===== config.mk =====
export PLATFORM = sky130hd
export DESIGN_NAME = bst_dpath
export DESIGN_NICKNAME = d
export VERILOG_FILES = /design/src/rtl/bst_pkg.sv /design/src/rtl/bst_dpath.sv
export SDC_FILE = /design/constraint.sdc
export NUM_CORES = 1
export LEC_CHECK = 0
export BUFFER_PORTS_ARGS = -buffer_cell sky130_fd_sc_hd__buf_2
export CAP_MARGIN = 15
export CORE_UTILIZATION = 49
export DETAILED_ROUTE_END_ITERATION = 12
export HOLD_SLACK_MARGIN = 0.1
export SLEW_MARGIN = 20
export SYNTH_ARGS = -nofsm -noshare
export SYNTH_HDL_FRONTEND = slang
export SYNTH_SLANG_ARGS = --single-unit

===== constraint.sdc =====
create_clock -name i_clk -period 5.9 [get_ports i_clk]
set_clock_uncertainty 0.1 [all_clocks]
set_input_delay 0.59 -clock i_clk [delete_from_list [all_inputs] [get_ports i_clk]]
set_output_delay 0.59 -clock i_clk [all_outputs]
set_load 0.05 [all_outputs]

===== src/rtl/bst_pkg.sv =====
// Package for the bounded set table: sizes, request codes, beat payloads,
// controller states and the command and status bundles between the two halves.
// Has no dependencies.
package bst_pkg;

    localparam int CAPACITY = 16;
    localparam int DATA_W   = 32;
    localparam int COUNT_W  = 5;
    localparam int CNT_W    = $clog2(CAPACITY + 1);
    localparam int IDX_W    = (CAPACITY > 1) ? $clog2(CAPACITY) : 1;

    typedef enum logic [1:0] {
        REQ_CLEAR  = 2'd0,
        REQ_INSERT = 2'd1,
        REQ_DELETE = 2'd2,
        REQ_LOOKUP = 2'd3
    } t_req;

    typedef struct packed {
        t_req                      req_type;
        logic signed [DATA_W-1:0]  value;
    } t_in;

    typedef struct packed {
        logic               present;
        logic               changed;
        logic               full_res;
        logic [COUNT_W-1:0] count;
    } t_out;

    typedef enum logic [2:0] {
        ST_IDLE,
        ST_SEARCH,
        ST_DECIDE,
        ST_SHIFT,
        ST_FINISH
    } t_state;

    typedef struct packed {
        logic start;
        logic search;
        logic decide;
        logic shift;
        logic shift_end;
        logic out_load;
    } t_dp_cmd;

    typedef struct packed {
        logic search_done;
        logic shift_done;
        logic found;
        t_req req;
        logic out_busy;
    } t_dp_stat;

endpackage


===== src/rtl/bst_dpath.sv =====
// Datapath for the bounded set table: entry memory, count, search and
// compaction pointers, result flags and the output register. Depends on bst_pkg.
module bst_dpath import bst_pkg::*; (
    input  logic     i_clk,
    input  logic     i_rst_n,
    input  t_in      i_in_data,
    input  t_dp_cmd  i_cmd,
    input  logic     i_out_stall,
    output t_dp_stat o_stat,
    output logic     o_out_valid,
    output t_out     o_out_data
);

    logic [DATA_W-1:0] mem [CAPACITY];
    logic [DATA_W-1:0] r_rd_data;
    logic [DATA_W-1:0] r_value;
    t_req              r_req;
    logic [CNT_W-1:0]  r_count;
    logic [CNT_W-1:0]  r_idx;
    logic [IDX_W-1:0]  r_cmp_idx;
    logic [IDX_W-1:0]  r_pos;
    logic              r_cmp_vld;
    logic              r_found;
    logic              r_present;
    logic              r_changed;
    logic              r_full;
    logic              r_out_valid;
    t_out              r_out_data;

    logic              hit_now;
    logic              is_full;
    logic              rd_en;
    logic [IDX_W-1:0]  rd_addr;
    logic              wr_en;
    logic [IDX_W-1:0]  wr_addr;
    logic [DATA_W-1:0] wr_data;

    assign hit_now = r_cmp_vld && (r_rd_data == r_value);
    assign is_full = (r_count >= CNT_W'(CAPACITY));
    assign rd_en   = ((i_cmd.search && !hit_now) || i_cmd.shift) && (r_idx < r_count);
    assign rd_addr = r_idx[IDX_W-1:0];

    always_comb begin
        wr_en   = 1'b0;
        wr_addr = r_cmp_idx - IDX_W'(1);
        wr_data = r_rd_data;
        if (i_cmd.shift && r_cmp_vld) begin
            wr_en = 1'b1;
        end
        if (i_cmd.decide && r_req == REQ_INSERT && !r_found && !is_full) begin
            wr_en   = 1'b1;
            wr_addr = r_count[IDX_W-1:0];
            wr_data = r_value;
        end
    end

    always_ff @(posedge i_clk) begin
        if (wr_en) begin
            mem[wr_addr] <= wr_data;
        end
        r_rd_data <= mem[rd_addr];
    end

    always_ff @(posedge i_clk) begin
        if (!i_rst_n) begin
            r_count     <= '0;
            r_cmp_vld   <= 1'b0;
            r_out_valid <= 1'b0;
        end else begin
            r_cmp_vld <= rd_en;
            if (i_cmd.decide) begin
                if (r_req == REQ_CLEAR) begin
                    r_count <= '0;
                end else if (r_req == REQ_INSERT && !r_found && !is_full) begin
                    r_count <= r_count + CNT_W'(1);
                end
            end
            if (i_cmd.shift_end) begin
                r_count <= r_count - CNT_W'(1);
            end
            if (i_cmd.out_load) begin
                r_out_valid <= 1'b1;
            end else if (!i_out_stall) begin
                r_out_valid <= 1'b0;
            end
        end
    end

    always_ff @(posedge i_clk) begin
        if (i_cmd.start) begin
            r_value <= i_in_data.value;
            r_req   <= i_in_data.req_type;
            r_idx   <= '0;
            r_found <= 1'b0;
        end
        if (rd_en) begin
            r_idx <= r_idx + CNT_W'(1);
        end
        r_cmp_idx <= rd_addr;
        if (i_cmd.search && hit_now) begin
            r_found <= 1'b1;
            r_pos   <= r_cmp_idx;
        end
        if (i_cmd.decide) begin
            r_present <= r_found;
            r_changed <= 1'b0;
            r_full    <= 1'b0;
            r_idx     <= CNT_W'(r_pos) + CNT_W'(1);
            case (r_req)
                REQ_CLEAR: begin
                    r_changed <= (r_count != '0);
                end
                REQ_INSERT: begin
                    if (!r_found) begin
                        r_changed <= !is_full;
                        r_full    <= is_full;
                    end
                end
                REQ_DELETE: begin
                    r_changed <= r_found;
                end
                default: begin
                    r_changed <= 1'b0;
                end
            endcase
        end
        if (i_cmd.out_load) begin
            r_out_data.present  <= r_present;
            r_out_data.changed  <= r_changed;
            r_out_data.full_res <= r_full;
            r_out_data.count    <= COUNT_W'(r_count);
        end
    end

    assign o_stat.search_done = hit_now || (!r_cmp_vld && (r_idx >= r_count));
    assign o_stat.shift_done  = !rd_en && !r_cmp_vld;
    assign o_stat.found       = r_found;
    assign o_stat.req         = r_req;
    assign o_stat.out_busy    = r_out_valid && i_out_stall;
    assign o_out_valid        = r_out_valid;
    assign o_out_data         = r_out_data;

`ifndef SYNTHESIS
    a_count_bound: assert property (@(posedge i_clk) disable iff (!i_rst_n)
        r_count <= CNT_W'(CAPACITY))
        else $error("entry count exceeds capacity");
    a_load_free: assert property (@(posedge i_clk) disable iff (!i_rst_n)
        i_cmd.out_load |-> !(r_out_valid && i_out_stall))
        else $error("result loaded over a waiting beat");
    a_shift_found: assert property (@(posedge i_clk) disable iff (!i_rst_n)
        i_cmd.shift_end |-> (r_found && r_count != '0 && r_req == REQ_DELETE))
        else $error("compaction ended without a found entry");
    a_write_range: assert property (@(posedge i_clk) disable iff (!i_rst_n)
        (i_cmd.shift && r_cmp_vld) |-> (CNT_W'(r_cmp_idx) < r_count))
        else $error("compaction read beyond the count");
`endif

endmodule


==> summary.md <==
| Metric | Value |
|---|---|
| Run status | `finished with violations` |
| Failing checks | `DRC` |
| Sequence of cells on the critical path | `nor2b_1 -> a2111oi_0 -> nand4_1 -> nor4_1 -> o21bai_1 -> buf_2` |
| CTS tree | `done` |
| Largest net degree at the start of global routing | `132` |
| Max-capacitance violation count | `0` |
| Number of I/O pins | `58` |
| Final period utilization | `74.4%` |
| Worst-path clk slew | `0.06 ns` |
| Kind of critical path | `reg2out` |
| Number of synthesized register bits | `610` |
| Netlist area before placement | `23300 µm²` |
| Hold violation total from the final report | `0` |
| Dominant cell by count in the synthesized netlist | `edfxtp_1` |
| Post-DR vias/cell | `5.78` |
| Top-area cell type share of the netlist area | `72.8%` |
| Path category of the worst min-delay check | `in2reg` |
| TritonCTS buffer count | `61` |
| Post-CTS setup buffer count | `0` |
| Post-synth top flop | `edfxtp_1` |
| Overall global routing resource usage | `21.1%` |
| Antenna violations before repair | `0` |
| Worst setup slack after layout | `1.51 ns` |
| Worst voltage drop across the vdd grid | `0.291 mV` |
| DP HPWL | `26900 µm` |
| Setup-failing EPs final | `0` |
| CTS Root Buffer Type | `clkbuf_16` |
| Synth async-reset ratio | `0%` |
| CP max FO | `3` |
| Starting density of the core | `49.9%` |
| Total length of routed wires | `49100 µm` |
| Leakage | `0.00869 µW` |
| Flip-flop and latch area | `17900 µm²` |
| Post-synthesis average cell area | `21.0 µm²` |
| CP required | `5.21 ns` |
| Total Die Area | `48500 µm²` |
| Setup Slack @ Placement | `1.25 ns` |
| Leading post-synthesis cells by instance count | `edfxtp_1, mux4_2, nand2_1` |
| Remaining antenna violation count after routing | `0` |
| Transition time of the tightest slew-check pin | `1.05 ns` |
| Filler Cell Count | `3491` |
| CP Capture Type | `output pin` |
| Clock Sinks | `610` |
| Tightest slew margin relative to the limit | `28.3%` |
| Vertical die dimension | `220 µm` |
| Endpoint arrival time on the critical path | `3.70 ns` |
| Average wire per cell in the routed design | `25.9 µm` |
| Gate count after technology mapping | `1109` |
| DRC viols | `8` |
| Die boundary width | `220 µm` |
| Antenna diodes | `0` |
| Max Buffers Root-to-Sink | `3` |
| Cell accounting for the most synthesized area | `edfxtp_1` |
| Final total power | `11200 µW` |
| Cell class contributing the biggest share of worst-path delay | `simple AND/OR/NAND/NOR gates` |
| Standard cell with the maximum stage delay on the critical path | `a2111oi_0` |
| Via count of the first global-routing pass | `11300` |
| Pwr Density | `419 nW/µm²` |
| Synth cell types | `51` |
| Initial DRC Count | `960` |
| Buffers & Inverters on Critical Path | `1` |
| Placed Area | `24500 µm²` |
| Number of placement rows | `79` |
| First-pass iteration count of the detailed router | `8` |
| Syn. warnings | `0` |
| Vias after detailed routing | `11000` |
| Sequential fraction of the synthesis area | `76.6%` |
| Overflow after GRT | `0` |
| Cell types with the largest area share after synthesis | `edfxtp_1, mux4_2, dfxtp_1, nand2_1, xor2_1` |
| Largest stage delay on the critical path | `0.91 ns` |
| Maximum clock frequency | `0.228 GHz` |
| Standard cell core area | `46800 µm²` |
| Fin util | `57.2%` |
| Cell area after layout | `26700 µm²` |
| Count of buffers from port buffering | `57` |
| Synthesized netlist net count | `1162` |
| Global placement routability congestion | `0.798` |
| RSZ-0062 raised after global routing | `false` |
| Area taken by multi-input logic gates | `5290 µm²` |
| Startpoint types | `flop` |
| Max-slew violation total from the final report | `0` |
| Synth-to-Final Area Change | `14.6%` |
| Skew-Pair Late Insertion Delay | `0.61 ns` |
| Global-route wire length before repair | `72900 µm` |
| Total number of H-tree levels | `2` |
| Summed negative setup slack over all endpoints | `0 ns` |
| Minimum period implied by the final worst setup slack | `4.39 ns` |
| Number of nets at the end of the flow | `1296` |
| Share of layout cells above drive strength 1 | `27.2%` |
| Count of flip-flops with a built-in enable after synthesis | `566` |
-- timing repair --
| item | in CTS | in global routing |
|---|---|---|
| endpoints found under the setup margin | 0 | 0 |
| resized for setup | 0 | 0 |
| hold endpoints to repair | 34 | 0 |
| hold buffers | 34 | 0 |
-- final timing paths --
path | from | end | slack [ns] | depth (start not counted)
worst max-delay path | r_value[18] | o_stat[5] | 1.51 | 6
worst min-delay path | i_cmd[4] | r_found | 0.13 | 2
worst max register to register | r_req[1] | mem[0][15] | 1.83 | 5
worst min register to register | r_full | o_out_data[5] | 0.32 | 0
-- per-layer routing --
metal | track usage (%) | wire, µm
met3 | 3.41 | 2640
met2 | 33.7 | 23800
met5 | 0 | 0
met1 | 30.2 | 21500
met4 | 6.28 | 1130
-- final cells by class --
class | instances | share of cell area, %
tap | 607 | 2.84
multi-input combinational | 429 | 19.8
clock inverter | 34 | 0.800
sequential | 610 | 66.9
clock buffer | 79 | 6.11
inverter | 18 | 0.253
timing repair buffer | 123 | 3.33
-- flip-flops by register name (all words and copies together), names as in the netlist --
name         count
r_found          1
r_req            2
r_count          5
r_rd_data       32
mem            512
r_pos            4
r_cmp_vld        1
r_cmp_idx        4
r_idx            5
r_full           1
o_out_valid      1
o_out_data       8
r_value         32
r_changed        1
r_present        1
-- metrics by stage --
step                      hold slack (ns)  instances
after CTS                           0.107       1900
after detailed placement            0.312       1753
final                               0.134       1900
after floorplan                     0.272       1109
after global routing                0.128       1900
after global placement              0.312       1753
-- cells by family after synthesis --
kind of cell               count (synthesis)  share of synthesized area, %
DFF                                      610                          76.6
muxes                                    160                          15.4
and+or+nand+nor                          173                          3.46
AOI/OAI and AO/OA                         58                          1.73
adders and majority gates                 10                         0.536
buffers and inverters                     70                          1.18
xor gates and xnor gates                  28                          1.05
-- power breakdown --
part / switching [µW] / leakage [µW] / internal [µW]
logic: 1240 / 0.00226 / 745
clock network: 1570 / 0.000908 / 2030
registers: 140 / 0.00552 / 5480
-- layout by cell type (no fill, tap or decap), types with 18 or more instances in the layout --
cell type	n
dfxtp_1	44
buf_4	30
buf_2	57
clkbuf_16	61
nand2_1	98
mux4_2	160
xor2_1	22
clkinv_1	18
inv_1	18
dlygate4sd3_1	34
edfxtp_1	566
Power figures use the tool's default switching activity.
