===== src/rtl/bst_pkg.sv =====
// Package for the bounded set table: sizes, request codes, beat payloads,
// controller states and the command and status bundles between the two halves.
// Has no dependencies.
package bst_pkg;

    localparam int CAPACITY = 16;
    localparam int DATA_W   = 32;
    localparam int COUNT_W  = 5;
    localparam int CNT_W    = $clog2(CAPACITY + 1);
    localparam int IDX_W    = (CAPACITY > 1) ? $clog2(CAPACITY) : 1;

    typedef enum logic [1:0] {
        REQ_CLEAR  = 2'd0,
        REQ_INSERT = 2'd1,
        REQ_DELETE = 2'd2,
        REQ_LOOKUP = 2'd3
    } t_req;

    typedef struct packed {
        t_req                      req_type;
        logic signed [DATA_W-1:0]  value;
    } t_in;

    typedef struct packed {
        logic               present;
        logic               changed;
        logic               full_res;
        logic [COUNT_W-1:0] count;
    } t_out;

    typedef enum logic [2:0] {
        ST_IDLE,
        ST_SEARCH,
        ST_DECIDE,
        ST_SHIFT,
        ST_FINISH
    } t_state;

    typedef struct packed {
        logic start;
        logic search;
        logic decide;
        logic shift;
        logic shift_end;
        logic out_load;
    } t_dp_cmd;

    typedef struct packed {
        logic search_done;
        logic shift_done;
        logic found;
        t_req req;
        logic out_busy;
    } t_dp_stat;

endpackage


===== src/rtl/bst_ctrl.sv =====
// Controller for the bounded set table: sequences search, decision,
// compaction and result hand-off. Depends on bst_pkg.
module bst_ctrl import bst_pkg::*; (
    input  logic     i_clk,
    input  logic     i_rst_n,
    input  logic     i_in_valid,
    input  t_dp_stat i_stat,
    output logic     o_in_stall,
    output t_dp_cmd  o_cmd
);

    t_state r_state;
    t_state n_state;

    always_ff @(posedge i_clk) begin
        if (!i_rst_n) begin
            r_state <= ST_IDLE;
        end else begin
            r_state <= n_state;
        end
    end

    always_comb begin
        n_state = r_state;
        o_cmd   = '0;
        case (r_state)
            ST_IDLE: begin
                if (i_in_valid) begin
                    o_cmd.start = 1'b1;
                    n_state     = ST_SEARCH;
                end
            end
            ST_SEARCH: begin
                o_cmd.search = 1'b1;
                if (i_stat.search_done) begin
                    n_state = ST_DECIDE;
                end
            end
            ST_DECIDE: begin
                o_cmd.decide = 1'b1;
                if (i_stat.req == REQ_DELETE && i_stat.found) begin
                    n_state = ST_SHIFT;
                end else begin
                    n_state = ST_FINISH;
                end
            end
            ST_SHIFT: begin
                o_cmd.shift = 1'b1;
                if (i_stat.shift_done) begin
                    o_cmd.shift_end = 1'b1;
                    n_state         = ST_FINISH;
                end
            end
            ST_FINISH: begin
                if (!i_stat.out_busy) begin
                    o_cmd.out_load = 1'b1;
                    n_state        = ST_IDLE;
                end
            end
            default: begin
                n_state = ST_IDLE;
            end
        endcase
    end

    assign o_in_stall = (r_state != ST_IDLE);

endmodule


===== config.mk =====
export PLATFORM = sky130hd
export DESIGN_NAME = bst_ctrl
export DESIGN_NICKNAME = d
export VERILOG_FILES = /design/src/rtl/bst_pkg.sv /design/src/rtl/bst_ctrl.sv
export SDC_FILE = /design/constraint.sdc
export NUM_CORES = 1
export LEC_CHECK = 0
export BUFFER_PORTS_ARGS = -buffer_cell sky130_fd_sc_hd__buf_2
export CAP_MARGIN = 20
export CORE_AREA = 5 5 42 44
export CTS_BUF_LIST = sky130_fd_sc_hd__clkbuf_4 sky130_fd_sc_hd__clkbuf_8 sky130_fd_sc_hd__clkbuf_16
export DETAILED_ROUTE_END_ITERATION = 10
export DIE_AREA = 0 0 47 49
export PLACE_DENSITY_LB_ADDON = 0.08
export SYNTH_ARGS = -nofsm -noshare
export SYNTH_HDL_FRONTEND = slang
export SYNTH_SLANG_ARGS = --single-unit
export TNS_END_PERCENT = 50

===== constraint.sdc =====
create_clock -name i_clk -period 2.56 [get_ports i_clk]
set_clock_uncertainty 0.15 [all_clocks]
set_input_delay 0.512 -clock i_clk [delete_from_list [all_inputs] [get_ports i_clk]]
set_output_delay 0.512 -clock i_clk [all_outputs]
set_load 0.005 [all_outputs]

==> impl_metrics.yaml, run 1 <==
detailed_routing:
  routed_wl_um: 650
  antenna_left: 0
  drt_iter0_drc: 1
  post_drt_wl_per_cell_um: 10.0
  route.detailed.drc: 0
  viasPerCell: 4.11
  vias: 267
  firstDrtPassIters: 2
placed_design:
  placedCellCount: 61
  io_buffer_count: 15
  place.gp.congestion: 0.615
  hpwl_um: 557
synthesis:
  netlist_instances: 31
  yosysWarnings: 0
  synth-compound-area-share_pct: 20.2
  syn_area_per_cell_um2: 7.79
  synth-main-ff-cell: "dfxtp_1"
  postSynth.asyncResetShare_pct: 0
  synth_common_cells: "3 x dfxtp_1, 3 x inv_1, 3 x nand2_1, 3 x nand2b_1, 3 x nor2_1"
  synthAdderAreaFrac_pct: 0
  yosysSeqAreaShare_pct: 24.9
  synthSimpleGateAreaFrac_pct: 45.6
  synth_top_family_by_area: "simple AND/OR/NAND/NOR gates"
  synthXorXnorAreaFrac_pct: 0
  ys_seq_elements: 3
  synth-edff-count: 0
  synth_area_um2: 241
  yosys.area.top_type_share_pct: 24.9
  synth_mux_area_share_pct: 0
  synth_nets: 40
  yosysUniqueCellTypes: 21
  synth_top_area_cell: "dfxtp_1"
  synth_area_leaders: "dfxtp_1 25%, nand2b_1 7.8%, a221oi_2 6.2%, buf_6 4.7%, inv_1 4.7%"
die:
  die_w_um: 47
  num_rows: 14
  io_pins: 16
  start_util_pct: 17.2
  core_region_area_mm2: 0.00140
  die_area_mm2: 0.00230
  chipHeight_um: 49
clock_network:
  ctsHoldBuffers: 0
  cts_resized: 0
  htreeDepth: 1
  cts_tree: "done"
  cts_root_buf: "clkbuf_4"
  clock_path_buffers: 2
  cts.clk_slew.worst_paths_ps: 30
  cts_buffers: 3
  cts.sinks: 3
  post_cts_buffers: 0
  clock_latency_ps: 230
timing:
  hold_viol: 0
  whs_ps: 399
  finalCriticalPeriod_ps: 1840
  worstMarginPinSlew_ps: 341
  setup_violations: 0
  rsz0062_at_grt: "false"
  relSlewSlack_pct: 77.2
  fmax_ghz: 0.544
  setup-tns-final_ps: 0
  finalCritPeriodShare_pct: 71.8
  maxSlewViolCount: 0
hold_path:
  holdPathStages: 3
  hp-class: "input port to flip-flop"
setup_path:
  critPathKind: "flip-flop to output pin"
  crit_slowest_cell: "dfxtp_1"
  worstRegToRegCells: 3
  end_kind: "output pin"
  start_kind: "flip-flop"
  worstPathRequired_ps: 1900
  crit_family: "simple AND/OR/NAND/NOR gates"
  path_cells: "nor2b_1 > and3_2 > buf_2"
  max_stage_delay_ps: 420
  critPathArrivalTime_ps: 1180
  crit_path_max_fanout: 7
  cp_num_buf_inv: 1
  path_depth: 3
cells_and_area:
  final_core_util_pct: 25.4
  nets: 59
  fin_cells: 65
  reg_top3: "r_state: 3 flops"
  largest_register_ff_count: 3
  largest_register: "r_state"
  drive_gt1_share_pct: 49.0
  diodes: 0
  area_growth_pct: 47.2
grt:
  grtUsageTotal_pct: 6.82
  grt_overflow: 0
  grt_pass1_vias: 277
  grt_pass1_wl_um: 1170
  antenna_found_initial: 0
  grt_max_degree: 13
power_and_ir_drop:
  total_power_w: 0.000199
  irDropWorstVdd_mv: 0.173
  power_density_mw_per_mm2: 559
  p_leak_nw: 0.183
status:
  status: "finished, final reports clean"
flow_run:
  cap_viol_max_count: 0
[metrics by stage]
step	setup slack, ps	area, µm²
2_1_floorplan	1040	241
3_3_place_gp	950	325
6_report	723	355
3_5_place_dp	931	325
5_1_grt	622	355
4_1_cts	679	355
[power by group]
part	leakage, nW	internal (W)	total, W	switching, W
Clock	0.0184	0.0000688	0.0000916	0.0000228
Combinational	0.139	0.0000272	0.0000474	0.0000202
Sequential	0.0246	0.0000512	0.0000598	0.00000864
[final cells by class]
| type | instances | area, µm² |
|---|---|---|
| timing repair buffer | 15 | 75.1 |
| tap | 16 | 20.0 |
| sequential | 3 | 60.1 |
| multi-input combinational | 24 | 159 |
| inverter | 3 | 11.3 |
| fill | 173 | 1050 |
| clock buffer | 4 | 30.0 |
[worst min-delay path: cells and delay by family]
kind	cells	cell delay, ps
AO/OA/AOI/OAI	1	60
buffers and inverters	1	100
AND/OR/NAND/NOR	1	50
[routing by layer]
| layer | global-route usage [%] | wire [µm] |
|---|---|---|
| met1 | 9.19 | 277 |
| met2 | 8.60 | 314 |
| met4 | 4.15 | 0 |
| met5 | 0 | 0 |
| met3 | 2.95 | 58 |
[final timing paths]
path	from	endpoint	slack, ps
setup / recovery	r_state[1]$_SDFFE_PN0P_	o_cmd[1]	720
hold / removal	i_stat[0]	r_state[2]$_SDFFE_PN0P_	400
setup reg to reg	r_state[0]$_SDFFE_PN0P_	r_state[2]$_SDFFE_PN0P_	1300
hold reg to reg	r_state[2]$_SDFFE_PN0P_	r_state[2]$_SDFFE_PN0P_	410
[cells in the final DEF (no fill, tap or decap)]
| cell | netlist | layout |
|---|---|---|
| buf_2 | 0 | 15 |
| clkbuf_4 | 0 | 4 |
| inv_1 | 3 | 3 |
| nor2_1 | 3 | 3 |
| nand2_1 | 3 | 3 |
| nand2b_1 | 3 | 3 |
| dfxtp_1 | 3 | 3 |
| nor3_1 | 1 | 1 |
| nor3b_1 | 1 | 1 |
| nor2b_1 | 1 | 1 |
| and3_2 | 1 | 1 |
| and2_2 | 1 | 1 |
| or3_4 | 1 | 1 |
| nor2_2 | 1 | 1 |
| nand4b_1 | 1 | 1 |
| a21oi_1 | 1 | 1 |
| o21ai_1 | 1 | 1 |
| a221oi_2 | 1 | 1 |
| o211ai_1 | 1 | 1 |
| and3b_1 | 1 | 1 |
| a32o_1 | 1 | 1 |
| o22ai_1 | 1 | 1 |
[kinds of logic (layout without fill, tap and decap cells)]
| kind of cell | after synthesis | count (layout) |
|---|---|---|
| simple gates | 18 | 18 |
| compound gates | 6 | 6 |
| buf+inv | 4 | 22 |
| flops | 3 | 3 |
Note: power is estimated with default switching activity, not from simulation.
==> run 2: changes to the inputs <==
- ABC_AREA: default -> 1
- clock period: 2.56 -> 1.85 ns (I/O delays scaled with it)
==> impl_metrics.yaml, run 2 <==
status:
  status: "finished, final reports clean"
timing:
  finalCriticalPeriod_ps: 1660
  fmax_ghz: 0.602
  maxSlewViolCount: 0
  rsz0062_at_grt: "false"
  setup_slack_ps: 188
  hold_viol: 0
  finalCritPeriodShare_pct: 89.8
  setup_violations: 0
  relSlewSlack_pct: 80.4
  setup-tns-final_ps: 0
  worstMarginPinSlew_ps: 294
synthesis:
  yosysSeqAreaShare_pct: 23.2
  synth_top_family_by_area: "simple AND/OR/NAND/NOR gates"
  synth-edff-count: 0
  postSynth.asyncResetShare_pct: 0
  yosysMostFrequentCell: "nand2_1"
  synth-compound-area-share_pct: 3.86
  syn_area_per_cell_um2: 5.63
  synthXorXnorAreaFrac_pct: 0
  yosysUniqueCellTypes: 12
  synth-main-ff-cell: "dfxtp_1"
  netlist_instances: 46
  synth_area_leaders: "dfxtp_1 23%, nand2_1 13%, nor2_2 12%, inv_1 12%, nor2_1 12%"
  synth_nets: 55
  synthSimpleGateAreaFrac_pct: 55.6
  yosysWarnings: 0
  synth_area_um2: 259
  synth_mux_area_share_pct: 0
  synth_common_cells: "9 x nand2_1, 8 x inv_1, 8 x nor2_1"
  yosys.area.top_type_share_pct: 23.2
  synth_top_area_cell: "dfxtp_1"
  synthAdderAreaFrac_pct: 0
  ys_seq_elements: 3
clock_network:
  cts.sinks: 3
  ctsHoldBuffers: 0
  cts_buffers: 3
  post_cts_buffers: 0
  cts_root_buf: "clkbuf_4"
  clock_path_buffers: 2
  cts_resized: 0
  cts.clk_slew.worst_paths_ps: 40
  cts_tree: "done"
  htreeDepth: 1
  clock_latency_ps: 240
setup_path:
  worstRegToRegCells: 7
  worstPathRequired_ps: 1330
  crit_path_max_fanout: 7
  startpoint: "r_state[0]$_SDFFE_PN0P_"
  regToRegStartpoint: "r_state[1]$_SDFFE_PN0P_"
  start_kind: "flip-flop"
  r2r_slack_ps: 440
  critPathArrivalTime_ps: 1140
  end_kind: "output pin"
  critPathKind: "flip-flop to output pin"
  endpoint: "o_cmd[4]"
  rr_endpoint: "r_state[1]$_SDFFE_PN0P_"
power_and_ir_drop:
  switching_share_pct: 43.3
  internal-power_w: 0.000288
  power.share.clock_pct: 26.0
  p_leak_nw: 0.218
  seq_power_share_pct: 27.5
  pwr-share-comb_pct: 46.6
  power_density_mw_per_mm2: 1350
  irDropWorstVdd_mv: 0.265
  p_sw_w: 0.000220
cells_and_area:
  area_growth_pct: 44.9
  largest_register: "r_state"
  drive_gt1_share_pct: 41.3
  final_common_cell: "buf_2"
  largest_register_ff_count: 3
  multi_input_area_um2: 159
  diodes: 0
  nFillCells: 176
  final_cell_mix: "15 x buf_2, 9 x nand2_1, 8 x inv_1, 8 x nor2_1, 5 x nor2_2"
  reg_top3: "r_state: 3 flops"
  nets: 73
  seqCellArea_um2: 61.3
die:
  start_util_pct: 18.5
  io_pins: 16
  die_w_um: 47
  die_area_mm2: 0.00230
  chipHeight_um: 49
  num_rows: 14
  core_region_area_mm2: 0.00140
grt:
  grt_max_degree: 10
  grtUsageTotal_pct: 8.51
  grt_pass1_vias: 319
  grt_pass1_wl_um: 1370
  antenna_found_initial: 0
  grt_overflow: 0
placed_design:
  place.gp.congestion: 0.704
  hpwl_um: 564
  dp_slack_ps: 368
  io_buffer_count: 15
detailed_routing:
  post_drt_wl_per_cell_um: 8.75
  antenna_left: 0
  vias: 318
  routed_wl_um: 691
  viasPerCell: 4.03
  drt_iter0_drc: 2
  firstDrtPassIters: 3
  route.detailed.drc: 0
flow_run:
  cap_viol_max_count: 0
hold_path:
  hp-class: "input port to flip-flop"
==> run 2: power by group through the flow <==
stage	clock network (W)	registers [W]	logic (W)
2_1_floorplan	0	0.000101	0.000205
3_3_place_gp	0	0.000136	0.000247
3_5_place_dp	0	0.000135	0.000240
4_1_cts	0.000138	0.000134	0.000241
5_1_grt	0.000153	0.000147	0.000284
6_report	0.000132	0.000139	0.000236
==> run 2: cell type report <==
cell class | instances | area share (%)
tap | 16 | 5.33
multi-input combinational | 33 | 42.3
inverter | 8 | 8.00
sequential | 3 | 16.3
timing repair buffer | 15 | 20.0
clock buffer | 4 | 8.00
==> run 2: worst min-delay path by stage <==
stage               cells after the start                      end  slack (ps)                    start
floorplan                               2  r_state[2]$_SDFFE_PN0P_         350                  i_rst_n
global placement                        2  r_state[1]$_SDFFE_PN0P_         470  r_state[1]$_SDFFE_PN0P_
detailed placement                      2  r_state[1]$_SDFFE_PN0P_         470  r_state[1]$_SDFFE_PN0P_
CTS                                     3  r_state[2]$_SDFFE_PN0P_         230                  i_rst_n
global route                            3  r_state[2]$_SDFFE_PN0P_         240                  i_rst_n
finish                                  3  r_state[2]$_SDFFE_PN0P_         230                  i_rst_n
==> run 2: cell families after synthesis <==
logic type,after synthesis
simple gates,31
buf+inv,10
flops,3
compound gates,2
==> run 2: routing by layer <==
metal  vias up  GRT usage (%)  share of wire [%]
met5         -              0                  0
met4         0           6.91                2.5
met3         2           3.32                8.1
met2        10           10.9                 46
met1       130           10.7                 43
li1        176              -                  -
==> run 2: critical path, cell delays in order (launching register included) <==
cell and delay, ps:
dfxtp_1 460, inv_1 90, nor3_1 200, buf_2 160
==> run 2: metrics by stage <==
step / instance area, µm² / util [%] / hold WS [ps] / power [W] / instances
after floorplan: 259 / - / 355 / 0.000307 / 46
after global placement: 339 / 24.2 / 473 / 0.000383 / 75
after detailed placement: 339 / 24.2 / 469 / 0.000376 / 75
after CTS: 369 / 26.3 / 232 / 0.000514 / 79
after global routing: 375 / 26.8 / 239 / 0.000583 / 79
final: 375 / 26.8 / 232 / 0.000508 / 79
==> run 3: changes to the inputs <==
- CTS_BUF_LIST: sky130_fd_sc_hd__clkbuf_4 sky130_fd_sc_hd__clkbuf_8 sky130_fd_sc_hd__clkbuf_16 -> sky130_fd_sc_hd__clkbuf_8 sky130_fd_sc_hd__clkbuf_16
==> impl_metrics.yaml, run 3 (same netlist as run 2, synthesis figures left out) <==
clock_network:
  cts.sinks: 3
  cts.clk_slew.worst_paths_ps: 30
  cts_tree: "done"
  post_cts_buffers: 0
  cts_buffers: 3
  ctsHoldBuffers: 0
  clock_latency_ps: 220
  clock_path_buffers: 2
  htreeDepth: 1
  cts_resized: 0
  cts_root_buf: "clkbuf_8"
detailed_routing:
  routed_wl_um: 685
  drt_iter0_drc: 3
  vias: 320
  firstDrtPassIters: 2
  antenna_left: 0
  route.detailed.drc: 0
  viasPerCell: 4.05
  post_drt_wl_per_cell_um: 8.67
timing:
  setup_slack_ps: 151
  maxSlewViolCount: 0
  rsz0062_at_grt: "false"
  finalCriticalPeriod_ps: 1700
  setup-tns-final_ps: 0
  setup_violations: 0
  hold_viol: 0
  relSlewSlack_pct: 77.6
  finalCritPeriodShare_pct: 91.8
  fmax_ghz: 0.589
  worstMarginPinSlew_ps: 335
cells_and_area:
  final_common_cell: "buf_2"
  diodes: 0
  nets: 73
  area_growth_pct: 48.3
  seqCellArea_um2: 60.1
  drive_gt1_share_pct: 36.5
  reg_top3: "r_state: 3 flops"
  largest_register: "r_state"
  fin_cells: 79
  final_cell_mix: "15 x buf_2, 9 x inv_1, 9 x nand2_1"
  largest_register_ff_count: 3
  nFillCells: 179
  final_core_util_pct: 27.4
  multi_input_area_um2: 154
grt:
  grt_pass1_wl_um: 1350
  grt_overflow: 0
  grtUsageTotal_pct: 8.09
  antenna_found_initial: 0
  grt_pass1_vias: 321
  grt_max_degree: 10
die:
  io_pins: 16
  die_area_mm2: 0.00230
  start_util_pct: 18.5
  core_region_area_mm2: 0.00140
  die_w_um: 47
  num_rows: 14
  chipHeight_um: 49
setup_path:
  crit_family: "flip-flops"
  cp_num_buf_inv: 2
  critPathKind: "flip-flop to output pin"
  rr_endpoint: "r_state[1]$_SDFFE_PN0P_"
  endpoint: "o_cmd[0]"
  worstRegToRegCells: 7
  end_kind: "output pin"
  start_kind: "flip-flop"
  crit_path_max_fanout: 9
  worstPathRequired_ps: 1330
  path_depth: 3
  critPathArrivalTime_ps: 1180
  max_stage_delay_ps: 510
  regToRegStartpoint: "r_state[2]$_SDFFE_PN0P_"
  path_cells: "inv_1 > nor4_1 > buf_2"
  startpoint: "r_state[2]$_SDFFE_PN0P_"
  r2r_slack_ps: 440
  crit_slowest_cell: "dfxtp_1"
power_and_ir_drop:
  p_leak_nw: 0.225
  irDropWorstVdd_mv: 0.302
  total_power_w: 0.000551
  power_density_mw_per_mm2: 1430
placed_design:
  hpwl_um: 564
  place.gp.congestion: 0.704
  placedCellCount: 75
  dp_slack_ps: 368
  io_buffer_count: 15
flow_run:
  cap_viol_max_count: 0
status:
  status: "finished, final reports clean"
hold_path:
  hp-class: "input port to flip-flop"
## run 3: cell types whose count changed in the layout (fill, tap and decap cells not counted), sizes merged
cell,before,now
inv,8,9
clkbuf,4,3
## run 3: stage by stage
step                      area (µm²)  hold WS (ps)
after floorplan                  259           355
after global placement           339           473
after detailed placement         339           469
after CTS                        384           259
after global routing             384           282
final                            384           258
## run 3: cell type report
cell class                 instances  area share (%)
inverter                           8            7.82
clock inverter                     1           0.977
sequential                         3            15.6
multi-input combinational         33            40.1
tap                               16            5.21
timing repair buffer              15            19.5
clock buffer                       3            10.7
## run 3: worst min path at each step
stage / slack [ps] / from / to / depth (start not counted)
finish: 260 / i_rst_n / r_state[2]$_SDFFE_PN0P_ / 3
global route: 280 / i_rst_n / r_state[1]$_SDFFE_PN0P_ / 3
CTS: 260 / i_rst_n / r_state[2]$_SDFFE_PN0P_ / 3
detailed placement: 470 / r_state[1]$_SDFFE_PN0P_ / r_state[1]$_SDFFE_PN0P_ / 2
global placement: 470 / r_state[1]$_SDFFE_PN0P_ / r_state[1]$_SDFFE_PN0P_ / 2
floorplan: 350 / i_rst_n / r_state[2]$_SDFFE_PN0P_ / 2
## run 3: per-layer routing
layer | global-route usage, % | vias up | routed length (µm)
met5 | 0 | - | 0
met4 | 5.53 | 0 | 17
met3 | 2.21 | 2 | 56
met2 | 11.1 | 10 | 313
met1 | 10.5 | 131 | 297
li1 | - | 177 | -
## run 3: worst register-to-register path, stage by stage, from the launching register on
cell and delay, ps:
dfxtp_1 510, inv_1 100, nand3_1 120, nand2_1 70
nor2_2 170, nand2_1 70, nand2_1 70, nor2_2 30
## run 3: where the power goes
part           internal, W  total, W  switching, W
combinational    0.0000999  0.000233      0.000133
sequential       0.0000876  0.000134     0.0000464
clock             0.000141  0.000184     0.0000428
total             0.000329  0.000551      0.000223
